## src/design/sdp_pkg.sv

```systemverilog
`timescale 1ns / 1ps
// Shared widths, reset values, register indexes and control types for the
// starfield depth step and projection block. No dependencies.
package sdp_pkg;

  // Field widths.
  localparam int IDX_W      = 10;
  localparam int POS_W      = 32;
  localparam int DEPTH_W    = 31;
  localparam int HALF_W     = 15;
  localparam int SCALE_W    = 32;
  localparam int SCREEN_W   = 16;
  localparam int BRIGHT_W   = 8;

  // Configuration port.
  localparam int CFG_IDX_W  = 3;
  localparam int CFG_DATA_W = 31;

  localparam logic [CFG_IDX_W-1:0] CFG_DEPTH_STEP  = 3'd0;
  localparam logic [CFG_IDX_W-1:0] CFG_NEAR_DEPTH  = 3'd1;
  localparam logic [CFG_IDX_W-1:0] CFG_FAR_DEPTH   = 3'd2;
  localparam logic [CFG_IDX_W-1:0] CFG_HALF_WIDTH  = 3'd3;
  localparam logic [CFG_IDX_W-1:0] CFG_HALF_HEIGHT = 3'd4;

  localparam logic [DEPTH_W-1:0] DEPTH_STEP_RST  = 31'd65536;
  localparam logic [DEPTH_W-1:0] NEAR_DEPTH_RST  = 31'd65536;
  localparam logic [DEPTH_W-1:0] FAR_DEPTH_RST   = 31'd655360;
  localparam logic [HALF_W-1:0]  HALF_WIDTH_RST  = 15'd960;
  localparam logic [HALF_W-1:0]  HALF_HEIGHT_RST = 15'd540;

  // Datapath widths for the divisions.
  localparam int NUM_W      = 48;             // projection numerator, signed
  localparam int BPROD_W    = DEPTH_W + 8;    // brightness numerator times 255
  localparam int SCALE_NW   = 33;             // numerator 2^32
  localparam int SCALE_QW   = 32;
  localparam int SCREEN_QW  = 15;
  localparam int BRIGHT_QW  = 8;

  localparam logic [SCALE_NW-1:0] SCALE_NUM = 33'h1_0000_0000;
  localparam logic [SCALE_W-1:0]  SCALE_SAT = 32'hFFFF_FFFF;
  localparam logic [SCREEN_W-1:0] SCREEN_MAX = 16'h7FFF;
  localparam logic [SCREEN_W-1:0] SCREEN_MIN = 16'h8000;
  localparam logic [BRIGHT_W-1:0] BRIGHT_MAX = 8'd255;
  localparam logic [BRIGHT_W-1:0] BRIGHT_MIN = 8'd0;

  typedef enum logic [2:0] {
    ST_IDLE,
    ST_STEP,
    ST_WRAP,
    ST_MUL,
    ST_SUM,
    ST_ABS,
    ST_START,
    ST_DIV
  } state_t;

  typedef enum logic [1:0] {
    BR_ZERO,
    BR_FULL,
    BR_DIV
  } bright_mode_t;

  typedef struct packed {
    logic load;
    logic step;
    logic wrap;
    logic mul;
    logic sum;
    logic abs_en;
    logic start;
    logic commit;
  } dp_cmd_t;

  typedef struct packed {
    logic div_done;
  } dp_status_t;

endpackage

```

## src/design/sdp_star_if.sv

```systemverilog
`timescale 1ns / 1ps
// Request channel carrying one star into the block.
// Depends on sdp_pkg for the field widths.
interface sdp_star_if import sdp_pkg::*; ();
  logic                      valid;
  logic                      ready;
  logic [IDX_W-1:0]          star_index;
  logic signed [POS_W-1:0]   star_x;
  logic signed [POS_W-1:0]   star_y;
  logic [DEPTH_W-1:0]        star_depth;

  modport source (output valid, star_index, star_x, star_y, star_depth, input ready);
  modport sink   (input valid, star_index, star_x, star_y, star_depth, output ready);
endinterface

```

## src/design/sdp_proj_if.sv

```systemverilog
`timescale 1ns / 1ps
// Request channel carrying one projected star out of the block.
// Depends on sdp_pkg for the field widths.
interface sdp_proj_if import sdp_pkg::*; ();
  logic                       valid;
  logic                       ready;
  logic [DEPTH_W-1:0]         new_depth;
  logic                       wrapped;
  logic [SCALE_W-1:0]         proj_scale;
  logic signed [SCREEN_W-1:0] screen_x;
  logic signed [SCREEN_W-1:0] screen_y;
  logic [BRIGHT_W-1:0]        brightness;
  logic [IDX_W-1:0]           draw_start;

  modport source (output valid, new_depth, wrapped, proj_scale, screen_x, screen_y,
                  brightness, draw_start, input ready);
  modport sink   (input valid, new_depth, wrapped, proj_scale, screen_x, screen_y,
                  brightness, draw_start, output ready);
endinterface

```

## src/design/sdp_div.sv

```systemverilog
`timescale 1ns / 1ps
// Restoring divider, one quotient bit per cycle.
// The caller guarantees num < den * 2^QUO_W. Depends on nothing.
module sdp_div #(
  parameter int NUM_W = 48,
  parameter int DEN_W = 31,
  parameter int QUO_W = 15
) (
  input  logic             clk,
  input  logic             rst,
  input  logic             start,
  input  logic [NUM_W-1:0] num,
  input  logic [DEN_W-1:0] den,
  output logic             busy,
  output logic [QUO_W-1:0] quot
);
  localparam int CntW = $clog2(QUO_W + 1);

  logic [DEN_W-1:0] rem;
  logic [QUO_W-1:0] work;
  logic [CntW-1:0]  cnt;
  logic [DEN_W:0]   trial;
  logic [DEN_W:0]   diff;

  // The low numerator bits shift out of the top of work while the quotient
  // bits shift in at the bottom.
  assign trial = {rem, work[QUO_W-1]};
  assign diff  = trial - {1'b0, den};
  assign quot  = work;

  always_ff @(posedge clk) begin
    if (rst) begin
      busy <= 1'b0;
      cnt  <= '0;
    end else if (start) begin
      busy <= 1'b1;
      cnt  <= CntW'(QUO_W);
    end else if (busy) begin
      cnt <= cnt - 1'b1;
      if (cnt == CntW'(1)) begin
        busy <= 1'b0;
      end
    end
  end

  always_ff @(posedge clk) begin
    if (start) begin
      rem  <= DEN_W'(num >> QUO_W);
      work <= num[QUO_W-1:0];
    end else if (busy) begin
      rem  <= diff[DEN_W] ? trial[DEN_W-1:0] : diff[DEN_W-1:0];
      work <= {work[QUO_W-2:0], ~diff[DEN_W]};
    end
  end
endmodule

```

## src/design/sdp_ctrl.sv

```systemverilog
`timescale 1ns / 1ps
// Sequencer for one star at a time and the output valid flag.
// Depends on sdp_pkg for the state, command and status types.
module sdp_ctrl import sdp_pkg::*; (
  input  logic       clk,
  input  logic       rst,
  input  logic       in_valid,
  output logic       in_ready,
  output logic       out_valid,
  input  logic       out_ready,
  output dp_cmd_t    cmd,
  input  dp_status_t status
);
  state_t state;
  state_t state_next;
  logic   out_valid_next;

  always_ff @(posedge clk) begin
    if (rst) begin
      state     <= ST_IDLE;
      out_valid <= 1'b0;
    end else begin
      state     <= state_next;
      out_valid <= out_valid_next;
    end
  end

  always_comb begin
    state_next = state;
    in_ready   = 1'b0;
    cmd        = '0;
    case (state)
      ST_IDLE: begin
        in_ready = 1'b1;
        if (in_valid) begin
          cmd.load   = 1'b1;
          state_next = ST_STEP;
        end
      end
      ST_STEP: begin
        cmd.step   = 1'b1;
        state_next = ST_WRAP;
      end
      ST_WRAP: begin
        cmd.wrap   = 1'b1;
        state_next = ST_MUL;
      end
      ST_MUL: begin
        cmd.mul    = 1'b1;
        state_next = ST_SUM;
      end
      ST_SUM: begin
        cmd.sum    = 1'b1;
        state_next = ST_ABS;
      end
      ST_ABS: begin
        cmd.abs_en = 1'b1;
        state_next = ST_START;
      end
      ST_START: begin
        cmd.start  = 1'b1;
        state_next = ST_DIV;
      end
      ST_DIV: begin
        // The result register may be refilled in the cycle it is taken.
        if (status.div_done && (!out_valid || out_ready)) begin
          cmd.commit = 1'b1;
          state_next = ST_IDLE;
        end
      end
      default: begin
        state_next = ST_IDLE;
      end
    endcase
  end

  always_comb begin
    if (cmd.commit) begin
      out_valid_next = 1'b1;
    end else if (out_ready) begin
      out_valid_next = 1'b0;
    end else begin
      out_valid_next = out_valid;
    end
  end
endmodule

```

## src/design/sdp_datapath.sv

```systemverilog
`timescale 1ns / 1ps
// Configuration registers, depth step and wrap, products, four division lanes
// and the result register. Depends on sdp_pkg and sdp_div.
module sdp_datapath import sdp_pkg::*; #(
  parameter int STAR_COUNT = 1024
) (
  input  logic                       clk,
  input  logic                       rst,
  input  logic                       cfg_we,
  input  logic [CFG_IDX_W-1:0]       cfg_index,
  input  logic [CFG_DATA_W-1:0]      cfg_data,
  input  dp_cmd_t                    cmd,
  output dp_status_t                 status,
  input  logic [IDX_W-1:0]           star_index,
  input  logic signed [POS_W-1:0]    star_x,
  input  logic signed [POS_W-1:0]    star_y,
  input  logic [DEPTH_W-1:0]         star_depth,
  output logic [DEPTH_W-1:0]         new_depth,
  output logic                       wrapped,
  output logic [SCALE_W-1:0]         proj_scale,
  output logic signed [SCREEN_W-1:0] screen_x,
  output logic signed [SCREEN_W-1:0] screen_y,
  output logic [BRIGHT_W-1:0]        brightness,
  output logic [IDX_W-1:0]           draw_start
);
  // Index modulo the table size by a reciprocal multiply and one correction.
  localparam int ModShift = 20;
  localparam int ModMul   = (1 << ModShift) / STAR_COUNT;
  localparam int ModW     = $clog2(STAR_COUNT + 1);
  localparam int ModPW    = IDX_W + ModShift;
  localparam int ModQW    = IDX_W + ModW;
  localparam int ProdW    = HALF_W + DEPTH_W;
  localparam int ZsW      = DEPTH_W + 2;

  // Configuration.
  logic [DEPTH_W-1:0] depth_step;
  logic [DEPTH_W-1:0] near_depth;
  logic [DEPTH_W-1:0] far_depth;
  logic [HALF_W-1:0]  half_width;
  logic [HALF_W-1:0]  half_height;
  logic [IDX_W-1:0]   first_to_draw;

  // Working registers.
  logic [IDX_W-1:0]        idx_r;
  logic signed [POS_W-1:0] x_r;
  logic signed [POS_W-1:0] y_r;
  logic [DEPTH_W-1:0]      z_in;
  logic signed [ZsW-1:0]   z_step;
  logic                    wrap;
  logic [DEPTH_W-1:0]      z_depth;
  logic                    z_one;
  logic [IDX_W-1:0]        mod_q;
  logic [IDX_W-1:0]        mod_p;
  logic [ProdW-1:0]        prod_x;
  logic [ProdW-1:0]        prod_y;
  logic signed [DEPTH_W:0] bnum;
  logic [BPROD_W-1:0]      bprod;
  bright_mode_t            bmode;
  logic [NUM_W-1:0]        num_x;
  logic [NUM_W-1:0]        num_y;
  logic [NUM_W-1:0]        mag_x;
  logic [NUM_W-1:0]        mag_y;
  logic                    neg_x;
  logic                    neg_y;
  logic                    sat_x;
  logic                    sat_y;

  // Combinational terms.
  logic signed [ZsW-1:0]   span;
  logic signed [ZsW-1:0]   z_diff;
  logic signed [ZsW-1:0]   z_wrapped;
  logic [ModPW-1:0]        mod_full;
  logic [ModQW-1:0]        mod_prod;
  logic [IDX_W-1:0]        mod_rem;
  logic [IDX_W-1:0]        idx_mod;
  logic [NUM_W-1:0]        guard;

  // Divider lanes.
  logic                    busy_s;
  logic                    busy_x;
  logic                    busy_y;
  logic                    busy_b;
  logic [SCALE_QW-1:0]     quot_s;
  logic [SCREEN_QW-1:0]    quot_x;
  logic [SCREEN_QW-1:0]    quot_y;
  logic [BRIGHT_QW-1:0]    quot_b;

  function automatic logic [SCREEN_W-1:0] screen_value(
    input logic                 neg,
    input logic                 sat,
    input logic [SCREEN_QW-1:0] q
  );
    logic [SCREEN_W-1:0] pos;
    pos = {1'b0, q};
    if (sat) begin
      return neg ? SCREEN_MIN : SCREEN_MAX;
    end
    return neg ? (SCREEN_W'(0) - pos) : pos;
  endfunction

  assign span      = $signed({2'b00, far_depth}) - $signed({2'b00, near_depth});
  assign z_diff    = $signed({2'b00, z_in}) - $signed({2'b00, depth_step});
  assign z_wrapped = wrap ? (z_step + span) : z_step;
  assign mod_full  = ModPW'(idx_r) * ModPW'(ModMul);
  assign mod_prod  = ModQW'(mod_q) * ModQW'(STAR_COUNT);
  assign mod_rem   = idx_r - mod_p;
  assign idx_mod   = (ModQW'(mod_rem) >= ModQW'(STAR_COUNT))
                     ? IDX_W'(ModQW'(mod_rem) - ModQW'(STAR_COUNT)) : mod_rem;
  assign guard     = NUM_W'({z_depth, {SCREEN_QW{1'b0}}});

  assign status.div_done = !(busy_s || busy_x || busy_y || busy_b);

  always_ff @(posedge clk) begin
    if (rst) begin
      depth_step    <= DEPTH_STEP_RST;
      near_depth    <= NEAR_DEPTH_RST;
      far_depth     <= FAR_DEPTH_RST;
      half_width    <= HALF_WIDTH_RST;
      half_height   <= HALF_HEIGHT_RST;
      first_to_draw <= '0;
    end else begin
      if (cfg_we) begin
        case (cfg_index)
          CFG_DEPTH_STEP:  depth_step  <= cfg_data;
          CFG_NEAR_DEPTH:  near_depth  <= cfg_data;
          CFG_FAR_DEPTH:   far_depth   <= cfg_data;
          CFG_HALF_WIDTH:  half_width  <= cfg_data[HALF_W-1:0];
          CFG_HALF_HEIGHT: half_height <= cfg_data[HALF_W-1:0];
          default: begin
          end
        endcase
      end
      if (cmd.mul && wrap) begin
        first_to_draw <= idx_mod;
      end
    end
  end

  always_ff @(posedge clk) begin
    if (cmd.load) begin
      idx_r <= star_index;
      x_r   <= star_x;
      y_r   <= star_y;
      z_in  <= star_depth;
    end
    if (cmd.step) begin
      z_step <= z_diff;
      wrap   <= z_diff < $signed({2'b00, near_depth});
      mod_q  <= mod_full[ModPW-1:ModShift];
    end
    if (cmd.wrap) begin
      // A depth, wrapped or not, that falls below one clamps to one.
      z_depth <= (z_wrapped < 1) ? DEPTH_W'(1) : z_wrapped[DEPTH_W-1:0];
      mod_p   <= mod_prod[IDX_W-1:0];
    end
    if (cmd.mul) begin
      prod_x <= ProdW'(half_width) * ProdW'(z_depth);
      prod_y <= ProdW'(half_height) * ProdW'(z_depth);
      bnum   <= $signed({1'b0, far_depth}) - $signed({1'b0, z_depth});
      z_one  <= z_depth == DEPTH_W'(1);
    end
    if (cmd.sum) begin
      num_x <= {{(NUM_W-POS_W){x_r[POS_W-1]}}, x_r} + NUM_W'(prod_x);
      num_y <= {{(NUM_W-POS_W){y_r[POS_W-1]}}, y_r} + NUM_W'(prod_y);
      bprod <= BPROD_W'(bnum[DEPTH_W-1:0]) * BPROD_W'(BRIGHT_MAX);
      if (span <= 0) begin
        bmode <= (z_depth <= near_depth) ? BR_FULL : BR_ZERO;
      end else if (bnum <= 0) begin
        bmode <= BR_ZERO;
      end else if (bnum >= span) begin
        bmode <= BR_FULL;
      end else begin
        bmode <= BR_DIV;
      end
    end
    if (cmd.abs_en) begin
      neg_x <= num_x[NUM_W-1];
      neg_y <= num_y[NUM_W-1];
      mag_x <= num_x[NUM_W-1] ? (NUM_W'(0) - num_x) : num_x;
      mag_y <= num_y[NUM_W-1] ? (NUM_W'(0) - num_y) : num_y;
    end
    if (cmd.start) begin
      // Quotient magnitude of 32768 or more saturates in either direction.
      sat_x <= mag_x >= guard;
      sat_y <= mag_y >= guard;
    end
    if (cmd.commit) begin
      new_depth  <= z_depth;
      wrapped    <= wrap;
      proj_scale <= z_one ? SCALE_SAT : quot_s;
      screen_x   <= screen_value(neg_x, sat_x, quot_x);
      screen_y   <= screen_value(neg_y, sat_y, quot_y);
      draw_start <= first_to_draw;
      case (bmode)
        BR_ZERO: brightness <= BRIGHT_MIN;
        BR_FULL: brightness <= BRIGHT_MAX;
        BR_DIV:  brightness <= quot_b;
        default: brightness <= BRIGHT_MIN;
      endcase
    end
  end

  sdp_div #(
    .NUM_W(SCALE_NW),
    .DEN_W(DEPTH_W),
    .QUO_W(SCALE_QW)
  ) u_div_scale (
    .clk  (clk),
    .rst  (rst),
    .start(cmd.start),
    .num  (SCALE_NUM),
    .den  (z_depth),
    .busy (busy_s),
    .quot (quot_s)
  );

  sdp_div #(
    .NUM_W(NUM_W),
    .DEN_W(DEPTH_W),
    .QUO_W(SCREEN_QW)
  ) u_div_x (
    .clk  (clk),
    .rst  (rst),
    .start(cmd.start),
    .num  (mag_x),
    .den  (z_depth),
    .busy (busy_x),
    .quot (quot_x)
  );

  sdp_div #(
    .NUM_W(NUM_W),
    .DEN_W(DEPTH_W),
    .QUO_W(SCREEN_QW)
  ) u_div_y (
    .clk  (clk),
    .rst  (rst),
    .start(cmd.start),
    .num  (mag_y),
    .den  (z_depth),
    .busy (busy_y),
    .quot (quot_y)
  );

  sdp_div #(
    .NUM_W(BPROD_W),
    .DEN_W(DEPTH_W),
    .QUO_W(BRIGHT_QW)
  ) u_div_bright (
    .clk  (clk),
    .rst  (rst),
    .start(cmd.start),
    .num  (bprod),
    .den  (span[DEPTH_W-1:0]),
    .busy (busy_b),
    .quot (quot_b)
  );
endmodule

```

## src/design/starfield_depth_step_and_project.sv

```systemverilog
`timescale 1ns / 1ps
// Starfield depth step and perspective projection, top level.
// Star requests arrive on the star channel (valid/ready) and each one
// produces exactly one request on the proj channel: new depth, wrap flag,
// 1/z scale, screen x and y, brightness and the current draw start index.
// Registers are written through cfg_we/cfg_index/cfg_data; the user must
// write them only while the block is idle; the block does not enforce it.
// Index 0 is the depth step, 1 the near plane, 2 the far plane, 3 the half
// width and 4 the half height. Other indexes are ignored. One star is
// processed at a time, and a new star is taken only once the last one's
// result is committed: step, wrap, products, sums, magnitudes and divider
// start, followed by the 32 quotient bits of the bit-serial 1/z divider,
// which the screen and brightness dividers run beside.
// The result sits in an output register; while the receiver stalls, the
// next star is still accepted and worked on, and it waits for the register
// to be taken before it is written.
// Synchronous reset restores the register defaults, clears the draw start
// index and empties the output register. Depends on sdp_pkg, the two
// channel interfaces, sdp_ctrl and sdp_datapath.
module starfield_depth_step_and_project import sdp_pkg::*; #(
  parameter int STAR_COUNT = 1024
) (
  input  logic                  clk,
  input  logic                  rst,
  sdp_star_if.sink              star,
  sdp_proj_if.source            proj,
  input  logic                  cfg_we,
  input  logic [CFG_IDX_W-1:0]  cfg_index,
  input  logic [CFG_DATA_W-1:0] cfg_data
);
  dp_cmd_t    cmd;
  dp_status_t status;

  sdp_ctrl u_ctrl (
    .clk      (clk),
    .rst      (rst),
    .in_valid (star.valid),
    .in_ready (star.ready),
    .out_valid(proj.valid),
    .out_ready(proj.ready),
    .cmd      (cmd),
    .status   (status)
  );

  sdp_datapath #(
    .STAR_COUNT(STAR_COUNT)
  ) u_datapath (
    .clk        (clk),
    .rst        (rst),
    .cfg_we     (cfg_we),
    .cfg_index  (cfg_index),
    .cfg_data   (cfg_data),
    .cmd        (cmd),
    .status     (status),
    .star_index (star.star_index),
    .star_x     (star.star_x),
    .star_y     (star.star_y),
    .star_depth (star.star_depth),
    .new_depth  (proj.new_depth),
    .wrapped    (proj.wrapped),
    .proj_scale (proj.proj_scale),
    .screen_x   (proj.screen_x),
    .screen_y   (proj.screen_y),
    .brightness (proj.brightness),
    .draw_start (proj.draw_start)
  );
endmodule

```

## src/flat_wrapper.sv

```systemverilog
// flat-port wrapper written by rule: the top's interface ports become plain ports
module starfield_depth_step_and_project_flat import sdp_pkg::*;
#(
  parameter int STAR_COUNT = 1024
)
  (clk, rst, cfg_we, cfg_index, cfg_data, star_valid, star_star_index, star_star_x, star_star_y, star_star_depth, star_ready, proj_valid, proj_new_depth, proj_wrapped, proj_proj_scale, proj_screen_x, proj_screen_y, proj_brightness, proj_draw_start, proj_ready);
  sdp_star_if star_i ();
  sdp_proj_if proj_i ();
  input  logic clk;
  input  logic rst;
  input  logic cfg_we;
  input  logic [CFG_IDX_W-1:0] cfg_index;
  input  logic [CFG_DATA_W-1:0] cfg_data;
  input wire logic [$bits(star_i.valid)-1:0] star_valid;
  input wire logic [$bits(star_i.star_index)-1:0] star_star_index;
  input wire logic [$bits(star_i.star_x)-1:0] star_star_x;
  input wire logic [$bits(star_i.star_y)-1:0] star_star_y;
  input wire logic [$bits(star_i.star_depth)-1:0] star_star_depth;
  output wire logic [$bits(star_i.ready)-1:0] star_ready;
  output wire logic [$bits(proj_i.valid)-1:0] proj_valid;
  output wire logic [$bits(proj_i.new_depth)-1:0] proj_new_depth;
  output wire logic [$bits(proj_i.wrapped)-1:0] proj_wrapped;
  output wire logic [$bits(proj_i.proj_scale)-1:0] proj_proj_scale;
  output wire logic [$bits(proj_i.screen_x)-1:0] proj_screen_x;
  output wire logic [$bits(proj_i.screen_y)-1:0] proj_screen_y;
  output wire logic [$bits(proj_i.brightness)-1:0] proj_brightness;
  output wire logic [$bits(proj_i.draw_start)-1:0] proj_draw_start;
  input wire logic [$bits(proj_i.ready)-1:0] proj_ready;
  assign star_i.valid = star_valid;
  assign star_i.star_index = star_star_index;
  assign star_i.star_x = star_star_x;
  assign star_i.star_y = star_star_y;
  assign star_i.star_depth = star_star_depth;
  assign star_ready = star_i.ready;
  assign proj_valid = proj_i.valid;
  assign proj_new_depth = proj_i.new_depth;
  assign proj_wrapped = proj_i.wrapped;
  assign proj_proj_scale = proj_i.proj_scale;
  assign proj_screen_x = proj_i.screen_x;
  assign proj_screen_y = proj_i.screen_y;
  assign proj_brightness = proj_i.brightness;
  assign proj_draw_start = proj_i.draw_start;
  assign proj_i.ready = proj_ready;
  starfield_depth_step_and_project #(.STAR_COUNT(STAR_COUNT)) u_core (.clk(clk), .rst(rst), .star(star_i), .proj(proj_i), .cfg_we(cfg_we), .cfg_index(cfg_index), .cfg_data(cfg_data));
endmodule
```

## config.mk

```make
export PLATFORM = sky130hd
export DESIGN_NAME = starfield_depth_step_and_project_flat
export DESIGN_NICKNAME = d
export VERILOG_FILES = /design/src/design/sdp_pkg.sv /design/src/design/sdp_star_if.sv /design/src/design/sdp_proj_if.sv /design/src/design/sdp_div.sv /design/src/design/sdp_ctrl.sv /design/src/design/sdp_datapath.sv /design/src/design/starfield_depth_step_and_project.sv /design/src/flat_wrapper.sv
export SDC_FILE = /design/constraint.sdc
export NUM_CORES = 2
export LEC_CHECK = 0
export ABC_CLOCK_PERIOD_IN_PS = 33200
export BUFFER_PORTS_ARGS = -buffer_cell sky130_fd_sc_hd__buf_2
export CAP_MARGIN = 20
export CORE_MARGIN = 5
export CORE_UTILIZATION = 35
export DETAILED_ROUTE_END_ITERATION = 10
export MAX_ROUTING_LAYER = met4
export PLACE_DENSITY = 0.51
export SLEW_MARGIN = 10
export SYNTH_ARGS = -nofsm -noshare
export SYNTH_HDL_FRONTEND = slang
export SYNTH_SLANG_ARGS = --single-unit
```

## constraint.sdc

```tcl
create_clock -name clk -period 33.2 [get_ports clk]
set_input_delay 8.3 -clock clk [delete_from_list [all_inputs] [get_ports clk]]
set_output_delay 8.3 -clock clk [all_outputs]
set_load 0.02 [all_outputs]
```

## After elaboration in Yosys (flattened, before gate mapping)

Cells that the tools add are included.
Widths: inputs -> output; s select.

- Bits in registers: 998
- Bits of input ports: 144
- Output and inout port bits: 116
- Word-level logic and storage cells: 203

- Add/sub/neg operators: 18
- Multipliers: 3
- $lt $le $gt $ge: 8
- Equal/unequal tests: 20
- Muxes and demuxes: 72
- Bitwise gates (word level): 4
- Reductions and logical operators: 22

Operator list:

| kind | count |
|---|---|
| $mux 31 | 10 |
| $mux 16 | 8 |
| $sub 32x31->32 | 4 |
| $add 32x47->48 | 2 |
| $ge 48x46->1 | 2 |
| $sub 1x48->48 const A | 2 |
| $sub 31x31->32 | 3 |
| $mux 47 | 2 |
| $mul 15x31->46 | 2 |
| $le 32x1->1 const B | 2 |
| $mux 15 | 4 |
| $mul 31x8->39 const B | 1 |
| $add 32x32->33 | 1 |
| $lt 33x2->1 const B | 1 |
| $mux 33 | 1 |
| $ge 32x32->1 | 1 |
| $lt 32x32->1 | 1 |
| $sub 1x15->16 const A | 2 |
| $eq 31x1->1 const B | 1 |
| $le 31x31->1 | 1 |
| $mux 1 | 30 |
| $mux 4 | 6 |
| $pmux 3 s8 | 1 |
| $mux 8 | 2 |
| 22 further kinds | 57 |

## Longest topological paths before layout

- Word-level depth: 9
- Mapped depth: 27
- Mapped depth without buffers: 26

## By module

A second synthesis with hierarchy kept.

- Cells, all modules: 9883
- Area total of the unflattened synthesis: 95599.2 µm²

By module, submodules not included:

| module | instances | cells each | area each (µm²) | sequential area each (µm²) |
|---|---|---|---|---|
| sdp_datapath | 1 | 7893 | 77733.3 | 22031.1 |
| sdp_div (u_core.u_datapath.u_div_x ...) | 2 | 461 | 4280.4 | 1481.4 |
| sdp_div (u_core.u_datapath.u_div_scale) | 1 | 566 | 4957.3 | 1731.7 |
| sdp_div (u_core.u_datapath.u_div_bright) | 1 | 462 | 4013.8 | 1271.2 |
| sdp_ctrl | 1 | 40 | 334.1 | 80.1 |

## Worst setup path before layout

Ideal clock, no wire load.

- Path type: input-to-reg
- Start: input proj_ready
- End: register u_core.u_datapath.brightness[0], enable pin
- Library setup time: 0.591 ns
- Data arrival time: 13.478 ns
- Data required time: 32.609 ns
- Setup slack: 19.131 ns
- Stages: 5
- Buffers on the path: 0
- Path through: nand2b_1 > nand2_1 > nor3_1 > nand2_1 > nor2_1

RTL lines:

| element | line | source |
|---|---|---|
| from (decl) | flat_wrapper.sv:28 | `input wire logic [$bits(proj_i.ready)-1:0] proj_ready;` |
| to (signal assigned) | sdp_datapath.sv:197 | `BR_DIV: brightness <= quot_b;` |
| to (decl) | sdp_datapath.sv:23 | `output logic [BRIGHT_W-1:0] brightness,` |

## Final worst setup path

- Start: register u_core.u_ctrl.state[2]
- End: output star_ready

- Longest elaborated chain between the ends: 2

RTL lines:

| element | line | source |
|---|---|---|
| from (decl) | sdp_ctrl.sv:14 | `state_t state;` |
| from (signal assigned) | sdp_ctrl.sv:23 | `state <= state_next;` |
| $logic_not 3->1 | sdp_ctrl.sv:32 | `case (state)` |
| $mux 1 | sdp_ctrl.sv:32 |  |
| to (decl) | flat_wrapper.sv:19 | `output wire logic [$bits(star_i.ready)-1:0] star_ready;` |

Every way passes these cells.

==> run_results.csv <==
group,metric,value,unit
timing,hold_viol,0,
logic_synthesis,ys_top_cells_by_area,"edfxtp_1 25%, fa_1 20%, ha_1 11%, inv_1 5.2%, dfxtp_1 4.8%",
floorplan,core,0.265,mm^2
clock_network,cts_htree_levels,3,
worst_setup_path,cp_data_arrival_time,2200,ps
final_layout,layout.cells.most_common,"inv_1",
place,dpl.hpwl,221000,um
pwr,power.density,64.2,mW/mm^2
detailed_routing,drt_iter0_drc,5157,
worst_setup_path,crit_required,24900,ps
place,place_congestion,0.918,
place,placed_cell_area,0.0984,mm^2
grt,gr-total-overflow,0,
logic_synthesis,syn-num-nets,11500,
timing,fin_skew,64.2,ps
final_layout,stdcell_area,0.103,mm^2
detailed_routing,drt_wl_total,289000,um
detailed_routing,dr.pass1.iters,5,
clock_network,post_cts_buffers,0,
logic_synthesis,yosysSeqAreaShare,29.9,%
logic_synthesis,ys_seq_elements,998,
logic_synthesis,synth_top_cell_by_area,"edfxtp_1",
run_status,outcome,"complete, no violations",
clock_network,path_clk_slew,70,ps
logic_synthesis,ys.flop_type,"edfxtp_1",
clock_network,cts_sinks,998,
floorplan,ioPinCount,260,
min_path,hold_path_class,"reg2reg",
detailed_routing,via_count,69700,
final_layout,synthToLayoutAreaGrowth,10.5,%
pwr,vdd_ir_drop_max,0.0483,mV
grt,antenna_found_initial,31,
timing,setup_violations,0,
clock_network,ctsResizeCount,0,
timing,fin_crit_sh,31.6,%
worst_setup_path,startpoint_type,"register",
logic_synthesis,ys_warn_count,0,
timing,fin_crit,10500,ps
detailed_routing,viasPerCell,5.19,
clock_network,hold_buffers,0,
worst_setup_path,criticalPathCategory,"reg2out",
logic_synthesis,avgSynthCellArea,9.66,um^2
pwr,power.leakage,44.7,nW
clock_network,cts_made_buffers,119,
floorplan,design.die.area,0.276,mm^2
floorplan,die_y,525,um
timing,setup_tns,0,ps
timing,slew_viol_final,0,
timing,whs,441,ps
logic_synthesis,synth_top_area_share,25.1,%
final_layout,nets,11600,
logic_synthesis,syn-cell-area,0.0929,mm^2
floorplan,die_w,525,um
worst_setup_path,reg2reg_depth,24,
grt,grt_pass1_vias,70900,
timing,fmax,95.2,MHz
grt,grt_first_pass_wirelength,439000,um
final_layout,fin_util,38.8,%
final_layout,drive_gt1_share,7.17,%
grt,grt.total_usage,21.2,%
logic_synthesis,yosysUniqueCellTypes,76,
timing,rsz0062_at_grt,"false",
final_layout,mostFrequentLayoutCells,"1276 x inv_1, 1161 x nand2_1, 905 x fa_1",
detailed_routing,ant_nets,0,
flow_run,drv_cap,0,
clock_network,cts_max_path_buffers,3,
clock_network,clk_latency,770,ps
clock_network,root_buffer,"clkbuf_16",
min_path,whs_path_depth,0,
final_layout,n_fill_cell,26200,
worst_setup_path,crit_path_end_kind,"output pin",
logic_synthesis,synth_edf_count,776,
logic_synthesis,netlist_instances,9618,
place,port_buffers,259,
pwr,p_total,6.59,mW
timing,tightest_slew,1140,ps
timing,maxSlewHeadroom,23.7,%
worst_setup_path,critical_path.max_fanout,12,
grt,grt_max_degree,94,
logic_synthesis,synth-async-reset-ratio,0,%
floorplan,start_util,35.1,%
detailed_routing,wire_per_inst,21.5,um
clock_network,cts_tree,"built",
floorplan,rows,189,
detailed_routing,drcViolationCount,0,
-- power by group --
part / total (mW) / internal (mW) / switching, mW / leakage, nW
Clock: 1.37 / 0.789 / 0.582 / 1.97
Combinational: 3.58 / 1.46 / 2.12 / 33.8
Sequential: 1.64 / 1.57 / 0.0658 / 8.91
-- cell type report --
cell class	instances	area, um^2	share of cell area [%]
multi-input combinational	6991	59100	57.6
antenna	17	42.5	0.0415
timing repair buffer	397	2380	2.32
inverter	1278	4800	4.68
tap	3533	4420	4.31
clock inverter	91	997	0.972
sequential	998	27800	27.1
clock buffer	134	3110	3.03
-- worst paths after layout --
kind / slack (ps) / to / startpoint
setup reg to reg: 24670 / u_core.u_datapath.prod_y[42] / u_core.u_datapath.z_depth[10]
hold / removal: 440 / u_core.u_datapath.draw_start[7] / u_core.u_datapath.first_to_draw[7]
setup / recovery: 22700 / star_ready / u_core.u_ctrl.state[2]
hold reg to reg: 440 / u_core.u_datapath.draw_start[7] / u_core.u_datapath.first_to_draw[7]
-- registers in the layout (all words and copies together), names as in the netlist, 32 cells and up --
register / count
u_core.u_datapath.bnum: 32
u_core.u_datapath.bprod: 39
u_core.u_datapath.mag_x: 48
u_core.u_datapath.mag_y: 48
u_core.u_datapath.num_x: 48
u_core.u_datapath.num_y: 48
u_core.u_datapath.prod_x: 46
u_core.u_datapath.prod_y: 46
u_core.u_datapath.proj_scale: 32
u_core.u_datapath.u_div_scale.quot: 32
u_core.u_datapath.x_r: 32
u_core.u_datapath.y_r: 32
u_core.u_datapath.z_step: 32
-- kinds of logic (layout without fill, tap and decap cells) --
group / Yosys count / after routing / share of synthesized area, %
multiplexers: 159 / 159 / 1.73
AND/OR/NAND/NOR: 2832 / 2832 / 14.8
adder cells (fa/ha/maj): 1715 / 1715 / 30.4
other: 0 / 17 / 0
XOR/XNOR: 501 / 501 / 4.72
flip-flops: 998 / 998 / 29.9
AO/OA/AOI/OAI: 1784 / 1784 / 11.9
buffers and inverters: 1629 / 1900 / 6.58
-- stage by stage --
stage          instances  setup WS [ps]
2_1_floorplan       9618          19130
3_3_place_gp       13200          21860
3_5_place_dp       13200          21860
4_1_cts            13400          22590
5_1_grt            13400          22560
6_report           13400          22700
-- Yosys cell counts (19+ instances only) --
cell type and number:
ha_1 810, o21a_1 61, or2_2 56, o21ai_0 388, a31oi_1 52, o41ai_1 30
a21o_1 236, or3_1 40, and3_1 44, o211ai_1 26, xor2_1 112, nor4_1 37
and4_1 19, nor2b_1 98, inv_1 1277, fa_1 905, nand2_1 1162, o31ai_1 52
clkbuf_1 334, a21boi_0 28, mux2i_1 150, o21bai_1 54, a21oi_1 638, nand2b_1 102
and2_1 503, nand4_1 82, a211oi_1 53, nor2_1 401, dfxtp_1 222, edfxtp_1 776
nand3_1 112, nor3_1 100, nand3b_1 22, xnor2_1 389
-- worst max-delay path, stage by stage (launching register included) --
cell,delay [ps]
dfxtp_1,470
nor3_1,660
buf_2,300
-- per-layer routing --
| layer | track usage (%) | wire length [um] | vias up |
|---|---|---|---|
| met1 | 29.0 | 133000 | 34700 |
| met3 | 2.47 | 15100 | 424 |
| met2 | 32.7 | 130000 | 1954 |
| met5 | - | 0 | - |
| met4 | 7.25 | 10900 | 0 |
| li1 | - | - | 32700 |
(Power assumes the default switching activity.)
